$ cat src/rtl/lca_pkg.sv
// Shared types, constants and codes of the life cellular automaton step block.
package lca_pkg;

    // Grid geometry; coordinates concatenate into a cell address, so both stay powers of two
    localparam int MAX_WIDTH  = 512;
    localparam int MAX_HEIGHT = 512;
    localparam int X_W        = $clog2(MAX_WIDTH);
    localparam int Y_W        = $clog2(MAX_HEIGHT);
    localparam int PLANE_SIZE = MAX_WIDTH * MAX_HEIGHT;
    localparam int GRID_DEPTH = 2 * PLANE_SIZE;
    localparam int GRID_AW    = 1 + Y_W + X_W;

    // Configuration port geometry
    localparam int CFG_DIM_W = 10;
    localparam int PADDR_W   = 4;
    localparam int PDATA_W   = 32;

    // Register indexes (byte address / 4)
    localparam logic [1:0] REG_GRID_WIDTH  = 2'd0;
    localparam logic [1:0] REG_GRID_HEIGHT = 2'd1;
    localparam logic [1:0] REG_WRAP_EDGES  = 2'd2;

    // Register reset values
    localparam logic [CFG_DIM_W-1:0] GRID_WIDTH_RST  = CFG_DIM_W'(MAX_WIDTH);
    localparam logic [CFG_DIM_W-1:0] GRID_HEIGHT_RST = CFG_DIM_W'(MAX_HEIGHT);

    // Neighbour counting and the B3/S23 rule
    localparam int SUM_W = 4;
    localparam logic [SUM_W-1:0] BIRTH_COUNT   = SUM_W'(3);
    localparam logic [SUM_W-1:0] SURVIVE_COUNT = SUM_W'(2);

    // Row of the window a fetch slot addresses; the last slot only waits for read data
    localparam logic [1:0] ROW_UP   = 2'd0;
    localparam logic [1:0] ROW_MID  = 2'd1;
    localparam logic [1:0] ROW_DOWN = 2'd2;
    localparam logic [1:0] ROW_WAIT = 2'd3;

    typedef enum logic [1:0] {
        FUNC_WRITE   = 2'd0,
        FUNC_READ    = 2'd1,
        FUNC_ADVANCE = 2'd2,
        FUNC_NONE    = 2'd3
    } t_func;

    typedef struct packed {
        t_func            func;
        logic [X_W-1:0]   cell_x;
        logic [Y_W-1:0]   cell_y;
        logic             cell_value;
    } t_in_item;

    typedef struct packed {
        logic read_value;
        logic op_done;
    } t_out_item;

    // Window control from the sequencer
    typedef struct packed {
        logic       shift;
        logic       cap_en;
        logic [1:0] cap_row;
        logic       cap_live;
    } t_win_ctrl;

endpackage

$ cat src/rtl/lca_window.sv
// Three-by-three neighbourhood window, neighbour count and B3/S23 rule.
module lca_window (
    input  logic               i_clk,
    input  lca_pkg::t_win_ctrl i_ctrl,
    input  logic               i_rd_data,
    output logic               o_next_cell
);

    // Columns left, centre, right; bit index is the row code
    logic [2:0] r_col_l;
    logic [2:0] r_col_c;
    logic [2:0] r_col_r;
    logic [lca_pkg::SUM_W-1:0] sum;

    // Shift the window one column left, capture arriving cells into the right column
    always_ff @(posedge i_clk) begin
        if (i_ctrl.shift) begin
            r_col_l <= r_col_c;
            r_col_c <= r_col_r;
        end
        if (i_ctrl.cap_en) begin
            r_col_r[i_ctrl.cap_row] <= i_rd_data & i_ctrl.cap_live;
        end
    end

    // Count the eight neighbours
    always_comb begin
        sum = lca_pkg::SUM_W'(r_col_l[lca_pkg::ROW_UP])
            + lca_pkg::SUM_W'(r_col_l[lca_pkg::ROW_MID])
            + lca_pkg::SUM_W'(r_col_l[lca_pkg::ROW_DOWN])
            + lca_pkg::SUM_W'(r_col_c[lca_pkg::ROW_UP])
            + lca_pkg::SUM_W'(r_col_c[lca_pkg::ROW_DOWN])
            + lca_pkg::SUM_W'(r_col_r[lca_pkg::ROW_UP])
            + lca_pkg::SUM_W'(r_col_r[lca_pkg::ROW_MID])
            + lca_pkg::SUM_W'(r_col_r[lca_pkg::ROW_DOWN]);
    end

    // Apply birth on three, survival on two or three
    assign o_next_cell = (sum == lca_pkg::BIRTH_COUNT)
                       | (r_col_c[lca_pkg::ROW_MID] & (sum == lca_pkg::SURVIVE_COUNT));

endmodule

$ cat config.mk
export PLATFORM = sky130hd
export DESIGN_NAME = lca_window
export DESIGN_NICKNAME = d
export VERILOG_FILES = /design/src/rtl/lca_pkg.sv /design/src/rtl/lca_window.sv
export SDC_FILE = /design/constraint.sdc
export NUM_CORES = 1
export LEC_CHECK = 0
export ABC_CLOCK_PERIOD_IN_PS = 5700
export BUFFER_PORTS_ARGS = -buffer_cell sky130_fd_sc_hd__buf_2
export CELL_PAD_IN_SITES_DETAIL_PLACEMENT = 1
export CELL_PAD_IN_SITES_GLOBAL_PLACEMENT = 1
export CORE_UTILIZATION = 23
export DETAILED_ROUTE_END_ITERATION = 16
export PLACE_DENSITY = 0.51
export SYNTH_ARGS = -nofsm -noshare
export SYNTH_HDL_FRONTEND = slang
export SYNTH_SLANG_ARGS = --single-unit
$ cat constraint.sdc
create_clock -name i_clk -period 5.7 [get_ports i_clk]
set_clock_uncertainty 0.05 [all_clocks]
set_input_delay 1.71 -clock i_clk [delete_from_list [all_inputs] [get_ports i_clk]]
set_output_delay 1.71 -clock i_clk [all_outputs]
set_load 0.01 [all_outputs]
* Yosys cells after proc, flatten, opt, wreduce, memory -nomap -nowiden
Index checks and enable logic that the tools add are counted.
Word-level totals: register bits after elaboration 9, latch bits 0, RAM bits 0, memory bits (read-only) 0, input port bits 7, output and inout port bits 1, logic and storage cells 21, memories kept 0
Operators by class: $add $sub $neg 7, multiply operators 0, divide/modulo/power cells 0, $lt $le $gt $ge 2, equality and inequality tests 2, shift-type cells 0, muxes and demuxes 3, bitwise operators 3, reductions and logical operators 1
Operators by type and width (count):
- 4-bit by 1-bit adder with 4-bit output | 4
- 4-bit by 2-bit == test with 1-bit output (second input constant) | 2
- 3-bit by 1-bit adder with 4-bit output | 1
- 2-bit by 1-bit adder with 3-bit output | 1
- 3-bit bitwise mux | 1
- 2-bit by 3-bit < comparator with 1-bit output (second input constant) | 1
- 1-bit by 1-bit adder with 2-bit output | 1
- 1-bit AND | 2
- 1-bit demux with 2-bit select | 1
- 2-bit by 1-bit >= comparator with 1-bit output (second input constant) | 1
- 1-bit logical AND | 1
- 1-bit two-way mux | 1
- 1-bit bitwise OR | 1

* Depth between registers and ports, before layout
Gate-level depths: netlist of run 1.
depth after elaboration 10, mapped depth 9, mapped depth without buffers 9

* Worst setup path after synthesis of run 1
Ideal clock, no wire load.
path type reg2out, start reg r_col_l[0], end out o_next_cell, arrival time 2.878 ns, data required time 3.940 ns, setup slack 1.062 ns, stages on the path, launching flop included 10, path buffers 0, cell sequence edfxtp_1 -> inv_1 -> fa_1 -> fa_1 -> fa_1 -> inv_1 -> ha_1 -> fa_1 -> o211a_1 -> a211oi_2
Between the ends: word-level cells in the longest chain between the ends 10, elaborated cells on any way between the ends 11, those cells by class add/sub: 7; eq/ne: 2; bitwise: 2
Ends and longest elaborated chain:
- start: declaration | line lca_window.sv:10 | logic [2:0] r_col_l;
- start signal: assignment | line lca_window.sv:18 | r_col_l <= r_col_c;
- 1-bit by 1-bit adder with 2-bit output (*) | line lca_window.sv:29 | + lca_pkg::SUM_W'(r_col_l[lca_pkg::ROW_MID])
- 2-bit by 1-bit adder with 3-bit output (*) | line lca_window.sv:30 | + lca_pkg::SUM_W'(r_col_l[lca_pkg::ROW_DOWN])
- 3-bit by 1-bit adder with 4-bit output (*) | line lca_window.sv:31 | + lca_pkg::SUM_W'(r_col_c[lca_pkg::ROW_UP])
- 4-bit by 1-bit adder with 4-bit output (*) | line lca_window.sv:32 | + lca_pkg::SUM_W'(r_col_c[lca_pkg::ROW_DOWN])
- 4-bit by 1-bit adder with 4-bit output (*) | line lca_window.sv:33 | + lca_pkg::SUM_W'(r_col_r[lca_pkg::ROW_UP])
- 4-bit by 1-bit adder with 4-bit output (*) | line lca_window.sv:34 | + lca_pkg::SUM_W'(r_col_r[lca_pkg::ROW_MID])
- 4-bit by 1-bit adder with 4-bit output (*) | line lca_window.sv:35 | + lca_pkg::SUM_W'(r_col_r[lca_pkg::ROW_DOWN]);
- 4-bit by 2-bit == test with 1-bit output | line lca_window.sv:40 | | (r_col_c[lca_pkg::ROW_MID] & (sum == lca_pkg::SURVIVE_COUNT));
- 1-bit AND | line lca_window.sv:40
- 1-bit bitwise OR (*) | line lca_window.sv:40
- end: declaration | line lca_window.sv:6 | output logic o_next_cell
Every way passes the cells marked *; elsewhere a longest branch is shown, timed or not.

* Final worst setup path of run 1
Same ends and word-level chain as after synthesis.

==> results of run 1 <==
## cell type report
| class | instances | share of cell area (%) |
|---|---|---|
| multi-input combinational | 16 | 31.9 |
| sequential | 9 | 45.3 |
| timing repair buffer | 7 | 5.87 |
| tap | 27 | 5.66 |
| inverter | 11 | 6.92 |
| clock buffer | 4 | 4.40 |
## worst max path at each step
stage	slack, ps	cells after the start	end	start
6_report	640	10	o_next_cell	r_col_l[0]
2_1_floorplan	1060	9	o_next_cell	r_col_l[0]
3_3_place_gp	870	10	o_next_cell	r_col_l[0]
5_1_grt	500	10	o_next_cell	r_col_l[1]
3_5_place_dp	900	10	o_next_cell	r_col_l[0]
4_1_cts	600	10	o_next_cell	r_col_l[0]
## power groups by stage
stage,Sequential (uW),Combinational (uW),Clock [uW]
2_1_floorplan,78.9,27.5,0
5_1_grt,78.2,45.4,52.6
6_report,77.9,38.3,46.2
3_5_place_dp,79.4,38.6,0
3_3_place_gp,79.2,39.6,0
4_1_cts,78.0,39.6,48.5
## stage by stage
step,instance area (um2),worst slack (ps),cells
floorplan,502,1060,36
global placement,571,873,70
detailed placement,571,898,70
CTS,597,605,74
global route,597,502,74
finish,597,641,74
## kinds of logic after synthesis
logic type      Yosys count  share of synthesized area (%)
compound gates            3                           5.49
fa+ha+maj                 7                           23.4
buf+inv                  11                           8.23
flops                     9                           53.9
simple gates              6                           8.98
## placed cells by master, fill, tap and decap left out, types with 2 or more instances in the layout
cell	n
ha_1	3
buf_2	7
clkbuf_4	3
edfxtp_1	9
inv_1	11
fa_1	4
and3b_1	2
## layer usage
metal	wire length, um	share of wire (%)
met5	0	0
met4	0	0
met3	22	3.4
met2	338	53
met1	277	43
## registers in the layout (all words and copies together) (netlist names)
name	flops
r_col_c	3
r_col_l	3
r_col_r	3
## critical path, delay by kind of cell, from the launching register on
family	cells	cell delay [ps]
compound gates	2	410
fa+ha+maj	5	2090
buf+inv	3	250
flops	1	320
==> results.json, run 1 <==
{
  "fp.dieW_um": 48.7,
  "drt_iter0_drc": 0,
  "wire_per_inst_um": 8.62,
  "ys_seq_area_share_pct": 53.9,
  "hold-path-cell-count": 0,
  "hold_viol_final": 0,
  "overflow": 0,
  "drt_wl_total_um": 638,
  "detail-route-antenna-nets": 0,
  "crit_type": "reg -> out",
  "synthCells": 36,
  "cts_root_buf": "clkbuf_4",
  "critPathLaunchType": "flip-flop",
  "pwr-share-seq_pct": 48.0,
  "syn_area_um2": 502,
  "min_to": "r_col_c[0]",
  "final.period_utilization_pct": 88.8,
  "utilization_pct": 29.8,
  "cp-end-kind": "primary output",
  "rsz0062_at_grt": "false",
  "antenna_found_initial": 0,
  "p_clk_share_pct": 28.5,
  "die_area_mm2": 0.00237,
  "port_buffers": 7,
  "vias": 280,
  "critical_path.max_fanout": 3,
  "cts_tree": "done",
  "worst_r2r_path_depth": 0,
  "timing.hold.ws_ps": 402,
  "ys_types": 12,
  "hold_buffers": 0,
  "regArea_um2": 270,
  "cts_sinks": 9,
  "top_usage_layer": "met2",
  "timing.rr.end": "r_col_c[1]",
  "grt.total_usage_pct": 6.65,
  "yosysMostFrequentCell": "inv_1",
  "p_total_uw": 162,
  "multi_input_area_um2": 190,
  "fmax_mhz": 198,
  "hp-start": "r_col_r[0]",
  "slowest_delay_ps": 560,
  "p_comb_share_pct": 23.6,
  "async_flop_share_pct": 0,
  "drv_cap": 0,
  "synth_top_cell_by_area": "edfxtp_1",
  "gp_congestion": 0.676,
  "htreeDepth": 1,
  "internal-power_uw": 122,
  "setup_viol": 0,
  "drv_slew": 0,
  "r2r_start": "r_col_r[1]",
  "status": "finished, final reports clean",
  "initial_core_util_pct": 25.1,
  "num_antenna_cells": 0,
  "synth_area_leaders": "edfxtp_1 (54%), fa_1 (16%), inv_1 (8.2%)",
  "worstPathCellList": "inv_1, fa_1, fa_1, fa_1, inv_1, ha_1, fa_1, o211a_1, a211oi_2, buf_2",
  "first_pass_iters": 1,
  "met2_usage_pct": 13.2,
  "drc": 0,
  "cts_resized": 0,
  "tns_ps": 0,
  "grt_max_degree": 7,
  "powerDensity_mw_per_mm2": 272,
  "p_leak_uw": 0.000280,
  "switching_power_uw": 40.9,
  "pin_count": 8,
  "yosysWarnings": 0,
  "ff2ff_setup_slack_ps": 5000,
  "met3_usage_pct": 1.89,
  "die_h_um": 48.7,
  "switching_share_pct": 25.2,
  "use_met1_pct": 6.71,
  "netlist_top_cells_count": "inv_1 (11), edfxtp_1 (9), fa_1 (4), ha_1 (3), and3b_1 (2)",
  "drive_gt1_share_pct": 23.4,
  "ir_worst_vdd_v": 0.000110,
  "detail_route.vias_per_cell": 3.78,
  "num_rows": 16,
  "area_growth_pct": 19.0,
  "arrival_ps": 3300,
  "core_region_area_mm2": 0.00200,
  "maxSlewHeadroom_pct": 87.0,
  "cp_data_required_time_ps": 3940,
  "grt_pass1_wl_um": 1240,
  "synth_edf_count": 9,
  "synth.avg_cell_area_um2": 13.9,
  "syn-num-nets": 50,
  "cp_slowest_cell": "fa_1",
  "ys_seq_elements": 9,
  "dpl.hpwl_um": 575,
  "min_path_type": "reg -> reg",
  "path_clk_slew_ps": 60,
  "clock_latency_ps": 250,
  "synth_top_area_share_pct": 53.9,
  "cts_buffers": 3,
  "post-cts-setup-buffers": 0,
  "tightest_slew_ps": 193,
  "crit_top_cell": "fa_1",
  "grt_pass1_vias": 347,
  "finalCriticalPeriod_ps": 5060,
  "final.fill_count": 238,
  "synth_flop_cell": "edfxtp_1",
  "cts_buffer_depth": 2,
  "nets": 62
}
(Power assumes the default switching activity.)
==> run 2: changes to the inputs <==
Settings changed: BUFFER_PORTS_ARGS -buffer_cell sky130_fd_sc_hd__buf_2 to unset, CORE_AREA set to 2 2 39 41, CORE_UTILIZATION 23 to unset, DIE_AREA set to 0 0 41 43, DONT_BUFFER_PORTS set to 1, PLACE_DENSITY 0.51 to 0.67.
==> run 2 against run 1 <==
Compared with the run above: core utilization increased by 9.8 points; total power fell by 0.27%; final area fell by 8.2%; critical endpoint unchanged; largest cell class unchanged; highest routed layer is now met4.
==> results.json, run 2 (synthesis results as in run 1) <==
{
  "status": "finished, final reports clean",
  "port_buffers": 0,
  "vias": 266,
  "grt.total_usage_pct": 11.8,
  "r2r_start": "r_col_c[1]",
  "p_total_uw": 162,
  "drive_gt1_share_pct": 10.0,
  "hold_viol_final": 0,
  "nets": 55,
  "num_rows": 14,
  "ff2ff_setup_slack_ps": 4990,
  "hold_buffers": 0,
  "grt_pass1_vias": 317,
  "powerDensity_mw_per_mm2": 296,
  "initial_core_util_pct": 36.3,
  "critical_path.max_fanout": 3,
  "num_antenna_cells": 0,
  "area_growth_pct": 9.23,
  "top_usage_layer": "met2",
  "maxSlewHeadroom_pct": 81.2,
  "layout_common_cells": "inv_1 (11), edfxtp_1 (9), fa_1 (4)",
  "cp-end-kind": "primary output",
  "drt_iter0_drc": 5,
  "final_common_cell": "inv_1",
  "cp_data_required_time_ps": 3940,
  "drc": 0,
  "first_pass_iters": 2,
  "met2_usage_pct": 17.2,
  "fmax_mhz": 198,
  "cts_sinks": 9,
  "rsz0062_at_grt": "false",
  "clock_latency_ps": 260,
  "hold-path-cell-count": 0,
  "critPathLaunchType": "flip-flop",
  "detail-route-antenna-nets": 0,
  "min_to": "r_col_c[1]",
  "top_regs": "r_col_c x3, r_col_l x3, r_col_r x3",
  "drv_cap": 0,
  "antenna_found_initial": 0,
  "worst_r2r_path_depth": 0,
  "ir_worst_vdd_v": 0.000159,
  "detail_route.vias_per_cell": 4.75,
  "use_met1_pct": 10.6,
  "fp.dieW_um": 41,
  "stdcell_area_um2": 548,
  "grt_max_degree": 7,
  "placed_cell_area_um2": 522,
  "htreeDepth": 1,
  "tightest_slew_ps": 281,
  "finalCriticalPeriod_ps": 5060,
  "arrival_ps": 3300,
  "cts_buffer_depth": 2,
  "timing.rr.end": "r_col_l[1]",
  "tns_ps": 0,
  "hp-start": "r_col_r[1]",
  "gp_congestion": 0.740,
  "utilization_pct": 39.6,
  "cts_tree": "done",
  "drt_wl_total_um": 731,
  "die_area_mm2": 0.00176,
  "met3_usage_pct": 7.33,
  "cts_buffers": 3,
  "path_clk_slew_ps": 60,
  "drv_slew": 0,
  "post-cts-setup-buffers": 0,
  "pin_count": 8,
  "final.period_utilization_pct": 88.7,
  "crit_type": "reg -> out",
  "cts_resized": 0,
  "cts_root_buf": "clkbuf_4",
  "wire_per_inst_um": 13.1,
  "final.fill_count": 154,
  "core_region_area_mm2": 0.00138,
  "grt_pass1_wl_um": 1240,
  "min_path_type": "reg -> reg",
  "dpl.hpwl_um": 612,
  "p_leak_uw": 0.000251,
  "overflow": 0,
  "setup_viol": 0,
  "die_h_um": 43
}
## run 2: cell types whose count changed in the layout (fill, tap and decap cells not counted), sizes merged
| cell | previous run | this run |
|---|---|---|
| buf | 7 | 0 |
## run 2: where the power goes
part / internal [uW] / total [uW] / switching, uW
sequential: 76.7 / 78.1 / 1.37
combinational: 15.3 / 34.5 / 19.2
clock: 27.0 / 49.4 / 22.4
total: 119 / 162 / 43.0
## run 2: critical path: stages (launching register included)
cell and delay [ps]:
edfxtp_1 380, inv_1 90, fa_1 430, fa_1 470, fa_1 490, inv_1 40
ha_1 200, fa_1 410, o211a_1 230, a211oi_2 290
## run 2: how the worst max path moves through the flow
stage	slack, ps	start	cells after the start	end
finish	640	r_col_c[0]	9	o_next_cell
detailed placement	900	r_col_c[0]	9	o_next_cell
CTS	600	r_col_c[0]	9	o_next_cell
floorplan	1060	r_col_l[0]	9	o_next_cell
global route	500	r_col_c[0]	9	o_next_cell
global placement	970	r_col_l[0]	9	o_next_cell
## run 2: final cells by class
type                            instances  area, um2  area share [%]
Clock buffer                            4       26.3            4.79
Tap cell                               16       20.0            3.65
Inverter                               11       41.3            7.53
Sequential cell                         9        270            49.3
Multi-Input combinational cell         16        190            34.7
## run 2: stage by stage
step	hold WS, ps	instances	setup WS [ps]
5_1_grt	423	56	503
6_report	401	56	644
2_1_floorplan	371	36	1060
3_3_place_gp	382	52	969
3_5_place_dp	392	52	903
4_1_cts	407	56	601
## run 2: metal layers
| metal | share of wire (%) | wire, um |
|---|---|---|
| met1 | 37 | 267 |
| met2 | 52 | 379 |
| met3 | 7.4 | 54 |
| met4 | 4.1 | 30 |
| met5 | 0 | 0 |
==> run 3: changes to the inputs <==
Settings changed: ABC_AREA set to 1, CAP_MARGIN set to 25, PLACE_DENSITY 0.67 to 0.68.
==> run 3 against run 2 <==
Compared with the run above: global-route usage shrank 1.7 points; setup slack better by 160 ps; wire length down 7.5%; first-iteration DRC count is 80% lower; core utilization is the same; total power shrank 2.3%; highest routed layer is now met3.
==> results.json, run 3 <==
{
  "cp-end-kind": "primary output",
  "yosysWarnings": 0,
  "gp_congestion": 0.672,
  "initial_core_util_pct": 36.3,
  "fp.dieW_um": 41,
  "synth_top_cell_by_area": "edfxtp_1",
  "layout_common_cells": "inv_1 (17), edfxtp_1 (9), nand2_1 (5)",
  "drv_cap": 0,
  "die_area_mm2": 0.00176,
  "min_path_type": "reg -> reg",
  "final.fill_count": 157,
  "maxSlewHeadroom_pct": 81.9,
  "yosysMostFrequentCell": "inv_1",
  "syn_area_um2": 502,
  "placed_cell_area_um2": 522,
  "synth.avg_cell_area_um2": 11.4,
  "grt.total_usage_pct": 10.1,
  "core_region_area_mm2": 0.00138,
  "detail-route-antenna-nets": 0,
  "cts_resized": 0,
  "cp_data_required_time_ps": 3940,
  "path_clk_slew_ps": 60,
  "finalCriticalPeriod_ps": 4890,
  "hp-start": "r_col_r[2]",
  "min_to": "r_col_c[2]",
  "synthCells": 44,
  "drc": 0,
  "timing.hold.ws_ps": 404,
  "drv_slew": 0,
  "rsz0062_at_grt": "false",
  "critical_path.max_fanout": 2,
  "num_rows": 14,
  "fmax_mhz": 204,
  "utilization_pct": 39.6,
  "hold_buffers": 0,
  "port_buffers": 0,
  "hold_viol_final": 0,
  "die_h_um": 43,
  "drt_wl_total_um": 676,
  "crit_type": "reg -> out",
  "ys_seq_elements": 9,
  "ir_worst_vdd_v": 0.000120,
  "antenna_found_initial": 0,
  "final_common_cell": "inv_1",
  "syn-num-nets": 58,
  "num_antenna_cells": 0,
  "top_regs": "r_col_c x3, r_col_l x3, r_col_r x3",
  "ys_types": 10,
  "tightest_slew_ps": 273,
  "async_flop_share_pct": 0,
  "final.period_utilization_pct": 85.9,
  "critPathLaunchType": "flip-flop",
  "synth_top_area_share_pct": 53.9,
  "cts_sinks": 9,
  "wire_per_inst_um": 10.6,
  "cts_buffer_depth": 2,
  "ff2ff_setup_slack_ps": 5000,
  "post-cts-setup-buffers": 0,
  "powerDensity_mw_per_mm2": 289,
  "p_leak_uw": 0.000266,
  "detail_route.vias_per_cell": 4.34,
  "arrival_ps": 3130,
  "switching_power_uw": 40.3,
  "area_growth_pct": 9.23,
  "setup_viol": 0,
  "synth_flop_cell": "edfxtp_1",
  "first_pass_iters": 2,
  "p_clk_share_pct": 29.4,
  "nets": 63,
  "cts_tree": "done",
  "drive_gt1_share_pct": 6.25,
  "switching_share_pct": 25.5,
  "overflow": 0,
  "internal-power_uw": 118,
  "stdcell_area_um2": 548,
  "ys_seq_area_share_pct": 53.9,
  "grt_pass1_wl_um": 1120,
  "cts_root_buf": "clkbuf_4",
  "synth_area_leaders": "edfxtp_1 (54%), fa_1 (16%), inv_1 (13%)",
  "netlist_top_cells_count": "inv_1 (17), edfxtp_1 (9), nand2_1 (5), fa_1 (4), ha_1 (3)",
  "pin_count": 8,
  "pwr-share-seq_pct": 49.3,
  "r2r_start": "r_col_c[1]",
  "grt_max_degree": 7,
  "htreeDepth": 1,
  "status": "finished, final reports clean",
  "p_comb_share_pct": 21.2,
  "hold-path-cell-count": 0,
  "timing.rr.end": "r_col_l[1]",
  "cts_buffers": 3,
  "synth_edf_count": 9,
  "drt_iter0_drc": 1,
  "dpl.hpwl_um": 597,
  "tns_ps": 0,
  "clock_latency_ps": 250,
  "worst_r2r_path_depth": 0,
  "grt_pass1_vias": 305,
  "p_total_uw": 158,
  "vias": 278
}
==> run 3: cell types whose count changed in the layout (fill, tap and decap cells not counted), moves of 2 or more <==
cell and change:
nand3_1 +2, and3b_1 -2, nand2_1 +5, inv_1 +6
==> run 3: cells by family after synthesis <==
kind of cell / after synthesis / synth area share (%)
buffers and inverters: 17 / 12.7
flip-flops: 9 / 53.9
AND/OR/NAND/NOR: 10 / 8.98
AO/OA/AOI/OAI: 1 / 0.997
adder cells (fa/ha/maj): 7 / 23.4
==> run 3: how the worst max path moves through the flow <==
| stage | slack (ps) | from | cells past startpoint | to |
|---|---|---|---|---|
| floorplan | 1180 | r_col_l[0] | 9 | o_next_cell |
| global placement | 1050 | r_col_l[0] | 9 | o_next_cell |
| detailed placement | 1020 | r_col_l[1] | 9 | o_next_cell |
| CTS | 750 | r_col_l[1] | 9 | o_next_cell |
| global route | 670 | r_col_c[0] | 10 | o_next_cell |
| finish | 810 | r_col_c[0] | 10 | o_next_cell |
==> run 3: area by class of cell <==
| cell class | instances | area (um2) | share of cell area, % |
|---|---|---|---|
| multi-input cells | 18 | 168 | 30.6 |
| clock buffers | 4 | 26.3 | 4.79 |
| well taps | 16 | 20.0 | 3.65 |
| inverters | 17 | 63.8 | 11.6 |
| flip-flops and latches | 9 | 270 | 49.3 |
==> run 3: metrics by stage <==
| step | setup slack, ps | std cells |
|---|---|---|
| 2_1_floorplan | 1180 | 44 |
| 4_1_cts | 753 | 64 |
| 6_report | 806 | 64 |
| 3_5_place_dp | 1020 | 60 |
| 5_1_grt | 668 | 64 |
| 3_3_place_gp | 1050 | 60 |
==> run 3: power by group through the flow <==
stage	combinational, uW	clock [uW]	sequential (uW)
floorplan	27.8	0	78.9
global placement	33.8	0	79.2
detailed placement	35.4	0	79.5
CTS	35.1	48.7	78.1
global route	40.7	51.9	78.4
finish	33.6	46.5	78.1
==> run 3: layer usage <==
metal	GRT usage [%]	part of all wire, %	vias up	wire [um]
met1	9.66	38	131	259
met4	8.00	0	0	0
met3	2.09	4.1	0	28
met5	0	0	-	0
met2	16.9	58	6	389
li1	-	-	141	-
==> run 3: critical path, stage by stage, from the launching register on <==
cell	delay [ps]
edfxtp_1	380
inv_1	80
fa_1	430
fa_1	460
fa_1	500
inv_1	40
ha_1	200
fa_1	400
nand2_1	80
nand3_1	70
a21oi_1	240
